--- config.mk ---
export PLATFORM = sky130hd
export DESIGN_NAME = morse_text_encoder
export DESIGN_NICKNAME = d
export VERILOG_FILES = /design/src/rtl/core/mte_pkg.sv /design/src/rtl/core/morse_text_encoder.sv
export SDC_FILE = /design/constraint.sdc
export NUM_CORES = 2
export LEC_CHECK = 0
export BUFFER_PORTS_ARGS = -buffer_cell sky130_fd_sc_hd__buf_2
export CAP_MARGIN = 20
export CORE_ASPECT_RATIO = 1.25
export CORE_MARGIN = 2
export CORE_UTILIZATION = 60
export CTS_CLUSTER_SIZE = 24
export DETAILED_ROUTE_END_ITERATION = 8
export PLACE_DENSITY = 0.74
export SLEW_MARGIN = 25
export SYNTH_ARGS = -nofsm -noshare
export SYNTH_HDL_FRONTEND = slang
export SYNTH_SLANG_ARGS = --single-unit
--- constraint.sdc ---
create_clock -name clk_i -period 6.65 [get_ports clk_i]
set_input_delay 0.3325 -clock clk_i [delete_from_list [all_inputs] [get_ports clk_i]]
set_output_delay 0.3325 -clock clk_i [all_outputs]
set_load 0.05 [all_outputs]
--- src/rtl/core/mte_pkg.sv ---
package mte_pkg;

  localparam int unsigned CharW = 8;
  localparam int unsigned InLenW = 4;
  localparam int unsigned PatW = 9;
  localparam int unsigned OpW = 2;
  localparam int unsigned SymW = 2;
  localparam int unsigned InDataW = 24;
  localparam int unsigned OutDataW = 8;
  localparam int unsigned TableDepth = 256;
  localparam int unsigned ElemIdxW = 4;

  typedef enum logic [OpW-1:0] {
    OP_LOAD = 2'd0,
    OP_TEXT = 2'd1,
    OP_END  = 2'd2,
    OP_NONE = 2'd3
  } op_e;

  typedef enum logic [SymW-1:0] {
    SYM_DOT        = 2'd0,
    SYM_DASH       = 2'd1,
    SYM_LETTER_GAP = 2'd2,
    SYM_WORD_GAP   = 2'd3
  } sym_e;

  localparam logic [CharW-1:0] CharLowA = 8'h61;
  localparam logic [CharW-1:0] CharLowZ = 8'h7a;
  localparam logic [CharW-1:0] CaseOffset = 8'h20;

  function automatic logic is_separator(logic [CharW-1:0] c);
    logic sep;
    unique case (c)
      8'h20, 8'h09, 8'h0a,
      8'h30, 8'h31, 8'h32, 8'h33, 8'h34, 8'h35, 8'h36, 8'h37, 8'h38, 8'h39,
      8'h2c, 8'h2e, 8'h26, 8'h2a, 8'h25, 8'h3f, 8'h21, 8'h3b, 8'h2f, 8'h2d,
      8'h27, 8'h40, 8'h22, 8'h24, 8'h23, 8'h3d, 8'h3e, 8'h3c, 8'h28, 8'h29,
      8'h5d, 8'h5b, 8'h7d, 8'h7b, 8'h3a: sep = 1'b1;
      default: sep = 1'b0;
    endcase
    return sep;
  endfunction

endpackage

--- src/rtl/core/morse_text_encoder.sv ---
// Text to Morse encoder. A beat with tuser OP_LOAD stores the code for the key in
// tdata[7:0] (length in tdata[11:8], saturated to MAX_CODE_LEN; element i in tdata[12+i],
// 1 dash, 0 dot); the first load of a key wins and the table is empty after reset, with
// no clearing pass. A beat with tuser OP_TEXT sends a character: a separator closes a
// pending word with one word gap, any other character (a..z upper-cased) emits its
// elements and a letter gap if its key is loaded. OP_END closes a pending word. Results
// leave one beat per cycle while the receiver is ready, the final beat of each input
// item carrying tlast; a character of length L gives L+1 beats, a gap one. The code
// table is a synchronous RAM read at the edge that takes the character, its data ready
// in the next cycle. A taken item waits in a held slot (one further item while the
// serialiser drains), then moves to the serialiser register, which offers its beats.
// Input beats that produce no output (loads, unknown characters) are taken every cycle
// while the slot is free; once an item waits in it, the input stalls until the final beat.
module morse_text_encoder #(
  parameter int unsigned MAX_CODE_LEN = 9
) (
  input  logic                         clk_i,
  input  logic                         rst_ni,
  input  logic                         s_axis_tvalid_i,
  output logic                         s_axis_tready_o,
  // char_code [7:0], code_len [11:8], code_pattern [20:12], zero [23:21]
  input  logic [mte_pkg::InDataW-1:0]  s_axis_tdata_i,
  // op [1:0]
  input  logic [mte_pkg::OpW-1:0]      s_axis_tuser_i,
  output logic                         m_axis_tvalid_o,
  input  logic                         m_axis_tready_i,
  // symbol [1:0], zero [7:2]
  output logic [mte_pkg::OutDataW-1:0] m_axis_tdata_o,
  output logic                         m_axis_tlast_o
);
  import mte_pkg::*;

  localparam int unsigned LenW = $clog2(MAX_CODE_LEN + 1);
  localparam int unsigned EntW = LenW + PatW;

  logic [EntW-1:0]       mem_q [TableDepth];
  logic [EntW-1:0]       rd_q;
  logic [TableDepth-1:0] entry_valid_q;
  logic                  in_word_q, in_word_d;

  logic                  s1_valid_q, s1_valid_d;
  logic                  s1_gap_q, s1_gap_d;

  logic                  ser_valid_q, ser_valid_d;
  logic                  ser_gap_q, ser_gap_d;
  logic [LenW-1:0]       ser_len_q, ser_len_d;
  logic [LenW-1:0]       ser_idx_q, ser_idx_d;
  logic [PatW-1:0]       ser_pat_q, ser_pat_d;

  op_e                   op;
  logic [CharW-1:0]      in_char;
  logic [InLenW-1:0]     in_len;
  logic [PatW-1:0]       in_pat;
  logic [CharW-1:0]      key;
  logic [LenW-1:0]       len_sat;
  logic                  in_hs, out_hs, sep, load_new, push_gap, push_let;
  logic                  s1_adv, ser_last;
  logic [15:0]           pat_ext;
  sym_e                  sym;

  assign op      = op_e'(s_axis_tuser_i);
  assign in_char = s_axis_tdata_i[CharW-1:0];
  assign in_len  = s_axis_tdata_i[CharW+InLenW-1:CharW];
  assign in_pat  = s_axis_tdata_i[CharW+InLenW+PatW-1:CharW+InLenW];

  assign ser_last = ser_gap_q || (ser_idx_q == ser_len_q);
  assign s1_adv   = s1_valid_q && (!ser_valid_q || (m_axis_tready_i && ser_last));
  assign s_axis_tready_o = !s1_valid_q || s1_adv;
  assign in_hs    = s_axis_tvalid_i && s_axis_tready_o;
  assign out_hs   = ser_valid_q && m_axis_tready_i;

  always_comb begin
    key = in_char;
    if (in_char >= CharLowA && in_char <= CharLowZ) begin
      key = in_char - CaseOffset;
    end
    sep      = is_separator(in_char);
    len_sat  = (in_len > InLenW'(MAX_CODE_LEN)) ? LenW'(MAX_CODE_LEN) : LenW'(in_len);
    load_new = in_hs && (op == OP_LOAD) && !entry_valid_q[in_char];
    push_gap = in_hs && in_word_q && (((op == OP_TEXT) && sep) || (op == OP_END));
    push_let = in_hs && (op == OP_TEXT) && !sep && entry_valid_q[key];
    in_word_d = in_word_q;
    if (in_hs && (op == OP_TEXT)) begin
      in_word_d = !sep;
    end else if (in_hs && (op == OP_END)) begin
      in_word_d = 1'b0;
    end
  end

  always_comb begin
    s1_valid_d = s1_valid_q;
    s1_gap_d   = s1_gap_q;
    if (push_gap || push_let) begin
      s1_valid_d = 1'b1;
      s1_gap_d   = push_gap;
    end else if (s1_adv) begin
      s1_valid_d = 1'b0;
    end
  end

  always_comb begin
    ser_valid_d = ser_valid_q;
    ser_gap_d   = ser_gap_q;
    ser_len_d   = ser_len_q;
    ser_idx_d   = ser_idx_q;
    ser_pat_d   = ser_pat_q;
    if (s1_adv) begin
      ser_valid_d = 1'b1;
      ser_gap_d   = s1_gap_q;
      ser_len_d   = rd_q[LenW-1:0];
      ser_pat_d   = rd_q[EntW-1:LenW];
      ser_idx_d   = '0;
    end else if (out_hs) begin
      if (ser_last) begin
        ser_valid_d = 1'b0;
      end else begin
        ser_idx_d = ser_idx_q + LenW'(1);
      end
    end
  end

  always_comb begin
    pat_ext = {{(16 - PatW){1'b0}}, ser_pat_q};
    if (ser_gap_q) begin
      sym = SYM_WORD_GAP;
    end else if (ser_idx_q == ser_len_q) begin
      sym = SYM_LETTER_GAP;
    end else if (pat_ext[ElemIdxW'(ser_idx_q)]) begin
      sym = SYM_DASH;
    end else begin
      sym = SYM_DOT;
    end
  end

  assign m_axis_tvalid_o = ser_valid_q;
  assign m_axis_tdata_o  = {{(OutDataW - SymW){1'b0}}, sym};
  assign m_axis_tlast_o  = ser_last;

  always_ff @(posedge clk_i) begin
    if (load_new) begin
      mem_q[in_char] <= {in_pat, len_sat};
    end
    if (push_let) begin
      rd_q <= mem_q[key];
    end
  end

  always_ff @(posedge clk_i or negedge rst_ni) begin
    if (!rst_ni) begin
      entry_valid_q <= '0;
      in_word_q     <= 1'b0;
      s1_valid_q    <= 1'b0;
      s1_gap_q      <= 1'b0;
      ser_valid_q   <= 1'b0;
      ser_gap_q     <= 1'b0;
      ser_len_q     <= '0;
      ser_idx_q     <= '0;
      ser_pat_q     <= '0;
    end else begin
      if (load_new) begin
        entry_valid_q[in_char] <= 1'b1;
      end
      in_word_q   <= in_word_d;
      s1_valid_q  <= s1_valid_d;
      s1_gap_q    <= s1_gap_d;
      ser_valid_q <= ser_valid_d;
      ser_gap_q   <= ser_gap_d;
      ser_len_q   <= ser_len_d;
      ser_idx_q   <= ser_idx_d;
      ser_pat_q   <= ser_pat_d;
    end
  end

  a_idx_in_range: assert property (@(posedge clk_i) disable iff (!rst_ni)
    (ser_valid_q && !ser_gap_q) |-> (ser_idx_q <= ser_len_q))
    else $error("serialiser index past code length");

  a_load_sets_valid: assert property (@(posedge clk_i) disable iff (!rst_ni)
    (in_hs && (op == OP_LOAD)) |=> entry_valid_q[$past(in_char)])
    else $error("loaded key not marked valid");

  a_handover: assert property (@(posedge clk_i) disable iff (!rst_ni)
    (out_hs && ser_last && s1_valid_q) |=> ser_valid_q)
    else $error("held item lost at serialiser handover");

  a_stall_holds_s1: assert property (@(posedge clk_i) disable iff (!rst_ni)
    !s_axis_tready_o |-> (s1_valid_q && ser_valid_q))
    else $error("input stalled with free buffer");

endmodule

Yosys cells after proc, flatten, opt, wreduce, memory -nomap -nowiden
Memory sizes are Yosys's and may differ from the RTL's. A register that Yosys moved wholly into a read port is not among the register bits.
Index checks and enable logic that the tools add are counted.
Widths: inputs -> output; s select.
{"block": "totals", "regBits": 278, "latchBits": 0, "ram_bits": 3328, "romBits": 128, "input_bits": 30, "wordCells": 82, "mem_count": 2}
{"name": "mem_q", "depth": 256, "width": 13, "rd": 1, "rd_clocked_by_memory_dff": 1, "wr": 1, "line_no": "morse_text_encoder.sv:36", "source": "logic [EntW-1:0] mem_q [TableDepth];"}
{"name": "(name not given)", "depth": 128, "width": 1, "rd": 1, "rd_clocked_by_memory_dff": 0, "wr": 0, "line_no": "mte_pkg.sv:33", "source": "unique case (c)"}
{"block": "classes", "addsub": 2, "multipliers": 0, "div": 0, "magnitude_cmp": 7, "n_eq_ne": 4, "shift": 0, "mux": 26, "bitwise_logic": 1, "n_reduce_logical": 31}
{"op": "$or 256x256->256", "n": 1}
{"op": "$lt 8x9->1 const B", "n": 2}
{"op": "$bmux 1 s8", "n": 2}
{"op": "$mux 4", "n": 4}
{"op": "$logic_and 1x1->1", "n": 15}
{"op": "$mux 1", "n": 15}
{"op": "$demux 1 s8", "n": 1}
{"op": "$ge 8x1->1 const B", "n": 1}
{"op": "$ge 8x7->1 const B", "n": 1}
{"op": "$le 8x7->1 const B", "n": 1}
{"op": "$mux 8", "n": 1}
{"op": "$reduce_bool 2->1", "n": 4}
{"op": "$sub 8x6->8 const B", "n": 1}
{"op": "$logic_or 1x1->1", "n": 5}
{"op": "$lt 4x5->1 const B", "n": 1}
{"op": "$add 4x1->4 const B", "n": 1}
{"op": "$bmux 1 s4", "n": 1}
{"op": "$eq 4x4->1", "n": 1}
{"op": "$gt 4x4->1 const B", "n": 1}
{"op": "$logic_not 1->1", "n": 4}
{"op": "$mux 2", "n": 2}
{"op": "$reduce_and 2->1", "n": 2}
{"op": "$eq 2x1->1 const B", "n": 1}
{"op": "$eq 2x2->1 const B", "n": 1}
{"op": "2 further kinds", "n": 2}

Longest topological paths before layout
{"block": "depth", "depth_word": 12, "mapped_depth": 17}

Worst setup path after synthesis
Ideal clock, no wire load.
{"block": "synth_timing", "path_type": "input -> register", "startpoint": "input s_axis_tdata_i[11] in the netlist's numbering", "endpoint": "memory mem_q[0][1] in the netlist's numbering, data pin", "setup_ps": 1469, "arrival_ps": 6629, "required_time_ps": 5181, "slack_ps": -1448, "stages": 1, "n_path_buf": 0, "path_cell_list": "nor2b_1"}
{"block": "synth_between", "elab_chain_len": 2}
{"item": "from (decl)", "line_no": "morse_text_encoder.sv:22", "source": "input logic [mte_pkg::InDataW-1:0] s_axis_tdata_i,"}
{"item": "$gt 4x4->1", "line_no": "morse_text_encoder.sv:78", "source": "len_sat = (in_len > InLenW'(MAX_CODE_LEN)) ? LenW'(MAX_CODE_LEN) : LenW'(in_len);"}
{"item": "$mux 4", "line_no": "morse_text_encoder.sv:78"}
{"item": "to (decl)", "line_no": "morse_text_encoder.sv:36"}
No other way between the ends.

Worst setup path in the final report
{"block": "layout_timing", "startpoint": "register ser_idx_q[0]", "endpoint": "memory mem_q[148][0] in the netlist's numbering (enable)"}
{"block": "layout_between", "elab_chain_len": 11}
{"item": "from (decl)", "line_no": "morse_text_encoder.sv:47", "source": "logic [LenW-1:0] ser_idx_q, ser_idx_d;"}
{"item": "from (signal assigned)", "line_no": "morse_text_encoder.sv:169", "source": "ser_idx_q <= ser_idx_d;"}
{"item": "$eq 4x4->1", "line_no": "morse_text_encoder.sv:66", "source": "assign ser_last = ser_gap_q || (ser_idx_q == ser_len_q);"}
{"item": "$logic_or 1x1->1", "line_no": "morse_text_encoder.sv:66"}
{"item": "$logic_and 1x1->1", "line_no": "morse_text_encoder.sv:67", "source": "assign s1_adv = s1_valid_q && (!ser_valid_q || (m_axis_tready_i && ser_last));"}
{"item": "$logic_or 1x1->1", "line_no": "morse_text_encoder.sv:67"}
{"item": "$logic_and 1x1->1", "line_no": "morse_text_encoder.sv:67"}
{"item": "$logic_or 1x1->1", "line_no": "morse_text_encoder.sv:68", "source": "assign s_axis_tready_o = !s1_valid_q || s1_adv;"}
{"item": "$logic_and 1x1->1", "line_no": "morse_text_encoder.sv:69", "source": "assign in_hs = s_axis_tvalid_i && s_axis_tready_o;"}
{"item": "$logic_and 1x1->1 (2 in a row)", "line_no": "morse_text_encoder.sv:79", "source": "load_new = in_hs && (op == OP_LOAD) && !entry_valid_q[in_char];"}
{"item": "$mux 1", "line_no": "morse_text_encoder.sv:140", "source": "if (load_new) begin"}
{"item": "$mux 1 (not written as such)", "line_no": "morse_text_encoder.sv:141", "source": "mem_q[in_char] <= {in_pat, len_sat};"}
No other way between the ends.

==> metrics.txt <==
status complete, no violations; Yosys top cell area share 0.714; commonest cells after routing, fill and taps aside 3341 x edfxtp_1, 1079 x mux4_2, 345 x clkbuf_16; fin nets 6475; post-route ant nets 0; Die Y-Extent 545 um; CP endpoint kind register; most common cell after layout, fill and taps aside edfxtp_1; die area roughly 0.24 sq mm; async set-reset flop share out of synthesis 0.0768; Worst-Margin Slew 1.21 ns; clk root buf clkbuf_16; Yosys reg bits 3619; initial detailed-routing violation count 8479; Hold Path Stages 2; clk buf depth 4; fillers 13997; final design utilization 0.674; WP data required slightly above 7 ns; Cell Pwr Density around 300 mW/mm^2; CTS Buf Count 336; HP Class primary input to register; WS Path Type register to register; Core Area 0.233 sq mm; I/O Pins 41; Die X approximately 440 um; first-pass GRT wire length 481000 um; Syn-to-layout area delta 11.7%; initial antenna violation count 22; clk_skew ~0.042 ns; Total GRT Usage 0.281; Relative slew margins 0.191; Mapped Avg Cell Area around 23 sq um; Syn Inst Count 6134; Setup violations, final 0; MaxCap Viol Count 0; clock-pin slew on the worst setup and hold paths 0.06 ns; Distinct cells, synth between 70 and 80; Period minus WS final ~4.2 ns; critical-path maximum fanout 17; setup TNS 0 ns; Initial Util 0.603; Clock Sinks 3619; Arr. time, crit path 4.81 ns; post-synthesis sequential area ratio 0.764; Post-synth top flop edfxtp_1; FMAX between 200 and 250 MHz; largest net degree at the start of global routing around 230; H-tree depth 5; Site Rows 198; highest metal used met5; average wire per standard cell 33.7 um; Metal-1 WL 117000 um; unrepaired setup endpoints after global routing false; metal3 WL 28600 um; number of synthesized flops with an enable pin 3341; synth top area cells edfxtp_1 71%, mux4_2 17%, dfrtp_1 5.0%, o21bai_1 1.1%, mux2i_1 0.64%; PortBufs 31; Vias about 66000; CTS-repair resized insts 0; share of cells above drive strength 1 0.306; Post-Syn Area 0.140 sq mm; DRC 0; CTS tree built; VDD IR max about 360 uV; Leakage approximately 0.051 uW; worst skew pair latency roughly 0.90 ns; post-synth top area cell edfxtp_1; CP Launch Type register; met2 WL post-DR 169000 um; worst r2r path cells 10; final WL 331000 um; grt ovf 0; Hold Vio Cnt, Final 0; final worst-path cycle share 0.636; TritonRoute pass-1 iters 5; Final HPWL DP approximately 190000 um; via/cell ratio slightly below 7; fin. max-slew vios 0; Final GP Congestion 0.894; vias in the first global route 67956; Yosys warning count 0
-- final cells by class --
type                            instances  area, sq um  area share
Timing Repair Buffer                  368         3310      0.0211
Clock buffer                          435         9080      0.0579
Tap cell                             3100         3880      0.0247
Antenna cell                           10         25.0    0.000159
Sequential cell                      3619       107000       0.684
Inverter                               15         56.3    0.000359
Clock inverter                        163         1610      0.0103
Multi-Input combinational cell       2098        31700       0.202
-- worst max-delay path, cell delays in order, from the launching register on --
cell,delay [ns]
dfrtp_1,0.52
xor2_1,0.21
nor4_2,0.30
nor2_1,0.15
inv_2,0.12
a31oi_4,0.14
nor3_2,0.32
nand3_1,0.15
or4_1,0.87
nor2_1,0.77
buf_4,0.31
-- state kept, by name, indices dropped and copies added, names as in the netlist --
register         count
mem_q             3328
ser_idx_q            4
ser_pat_q            9
ser_len_q            4
m_axis_tvalid_o      1
in_word_q            1
rd_q                13
s1_valid_q           1
ser_gap_q            1
s1_gap_q             1
entry_valid_q      256
-- worst paths after layout --
check | slack (ns) | end | from
hold / removal | 0.08 | mem_q[88][0]$_DFFE_PP_ | s_axis_tdata_i[8]
hold reg to reg | 0.45 | entry_valid_q[204]$_DFFE_PN0P_ | entry_valid_q[204]$_DFFE_PN0P_
setup / recovery | 2.42 | mem_q[148][0]$_DFFE_PP_ | ser_idx_q[0]$_DFFE_PN0P_
min in group asynchronous | 0.61 | ser_len_q[3]$_DFFE_PN0P_ | rst_ni
max in group asynchronous | 4.98 | entry_valid_q[20]$_DFFE_PN0P_ | rst_ni
setup reg to reg | 2.42 | mem_q[148][0]$_DFFE_PP_ | ser_idx_q[0]$_DFFE_PN0P_
-- cell families after synthesis --
logic type,share of synthesized area
other,0.0000267
adder cells (fa/ha/maj),0.000624
XOR/XNOR,0.000249
AO/OA/AOI/OAI,0.0227
flip-flops,0.764
AND/OR/NAND/NOR,0.0150
multiplexers,0.183
buffers and inverters,0.0146
-- through the flow --
step	power, uW	std cells	cell area, sq um	setup slack [ns]	hold slack, ns
finish	46700	9808	157000	2.42	0.0781
global placement	28100	9171	146000	1.80	0.434
floorplan	27100	6139	140000	1.48	0.0369
CTS	46900	9783	157000	2.42	0.0163
global route	47900	9801	157000	2.19	0.0942
detailed placement	28100	9172	146000	1.84	0.441
-- metal layers --
layer	GRT usage	vias up
li1	-	26540
met1	0.372	35372
met5	0	-
met3	0.0476	699
met4	0.123	12
met2	0.468	3560
-- cells in the mapped netlist, types with 5 or more instances --
library cell and number:
o21bai_2 18, a41o_1 26, nand3_1 9, buf_1 32, a21oi_1 18, o21ai_0 5
buf_2 159, edfxtp_1 3341, or3_1 5, a22o_1 6, nand2b_1 5, inv_1 12
a31o_2 9, nand2_1 145, nor2b_1 6, mux2i_1 90, o21bai_1 203, o221ai_1 13
mux2_2 18, a31oi_1 6, mux4_2 1079, buf_6 14, a21o_1 7, dfrtp_1 278
a32oi_1 53, a22oi_1 8, nor3_1 42, dlygate4sd3_1 6, buf_4 15, nor2_1 238
and4_1 13, ha_1 7, mux4_1 10, o22ai_1 6, and3_1 5, clkbuf_1 175
-- where the power goes --
group | internal, uW | switching [uW]
Clock | 10800 | 8230
Combinational | 982 | 1640
Sequential | 25000 | 89.6
-- timing repair --
item	4_1_cts	5_1_grt
hold endpoints to repair	581	207
buffers inserted	0	0
hold buffers	13	5
Note: power is estimated with default switching activity, not from simulation.
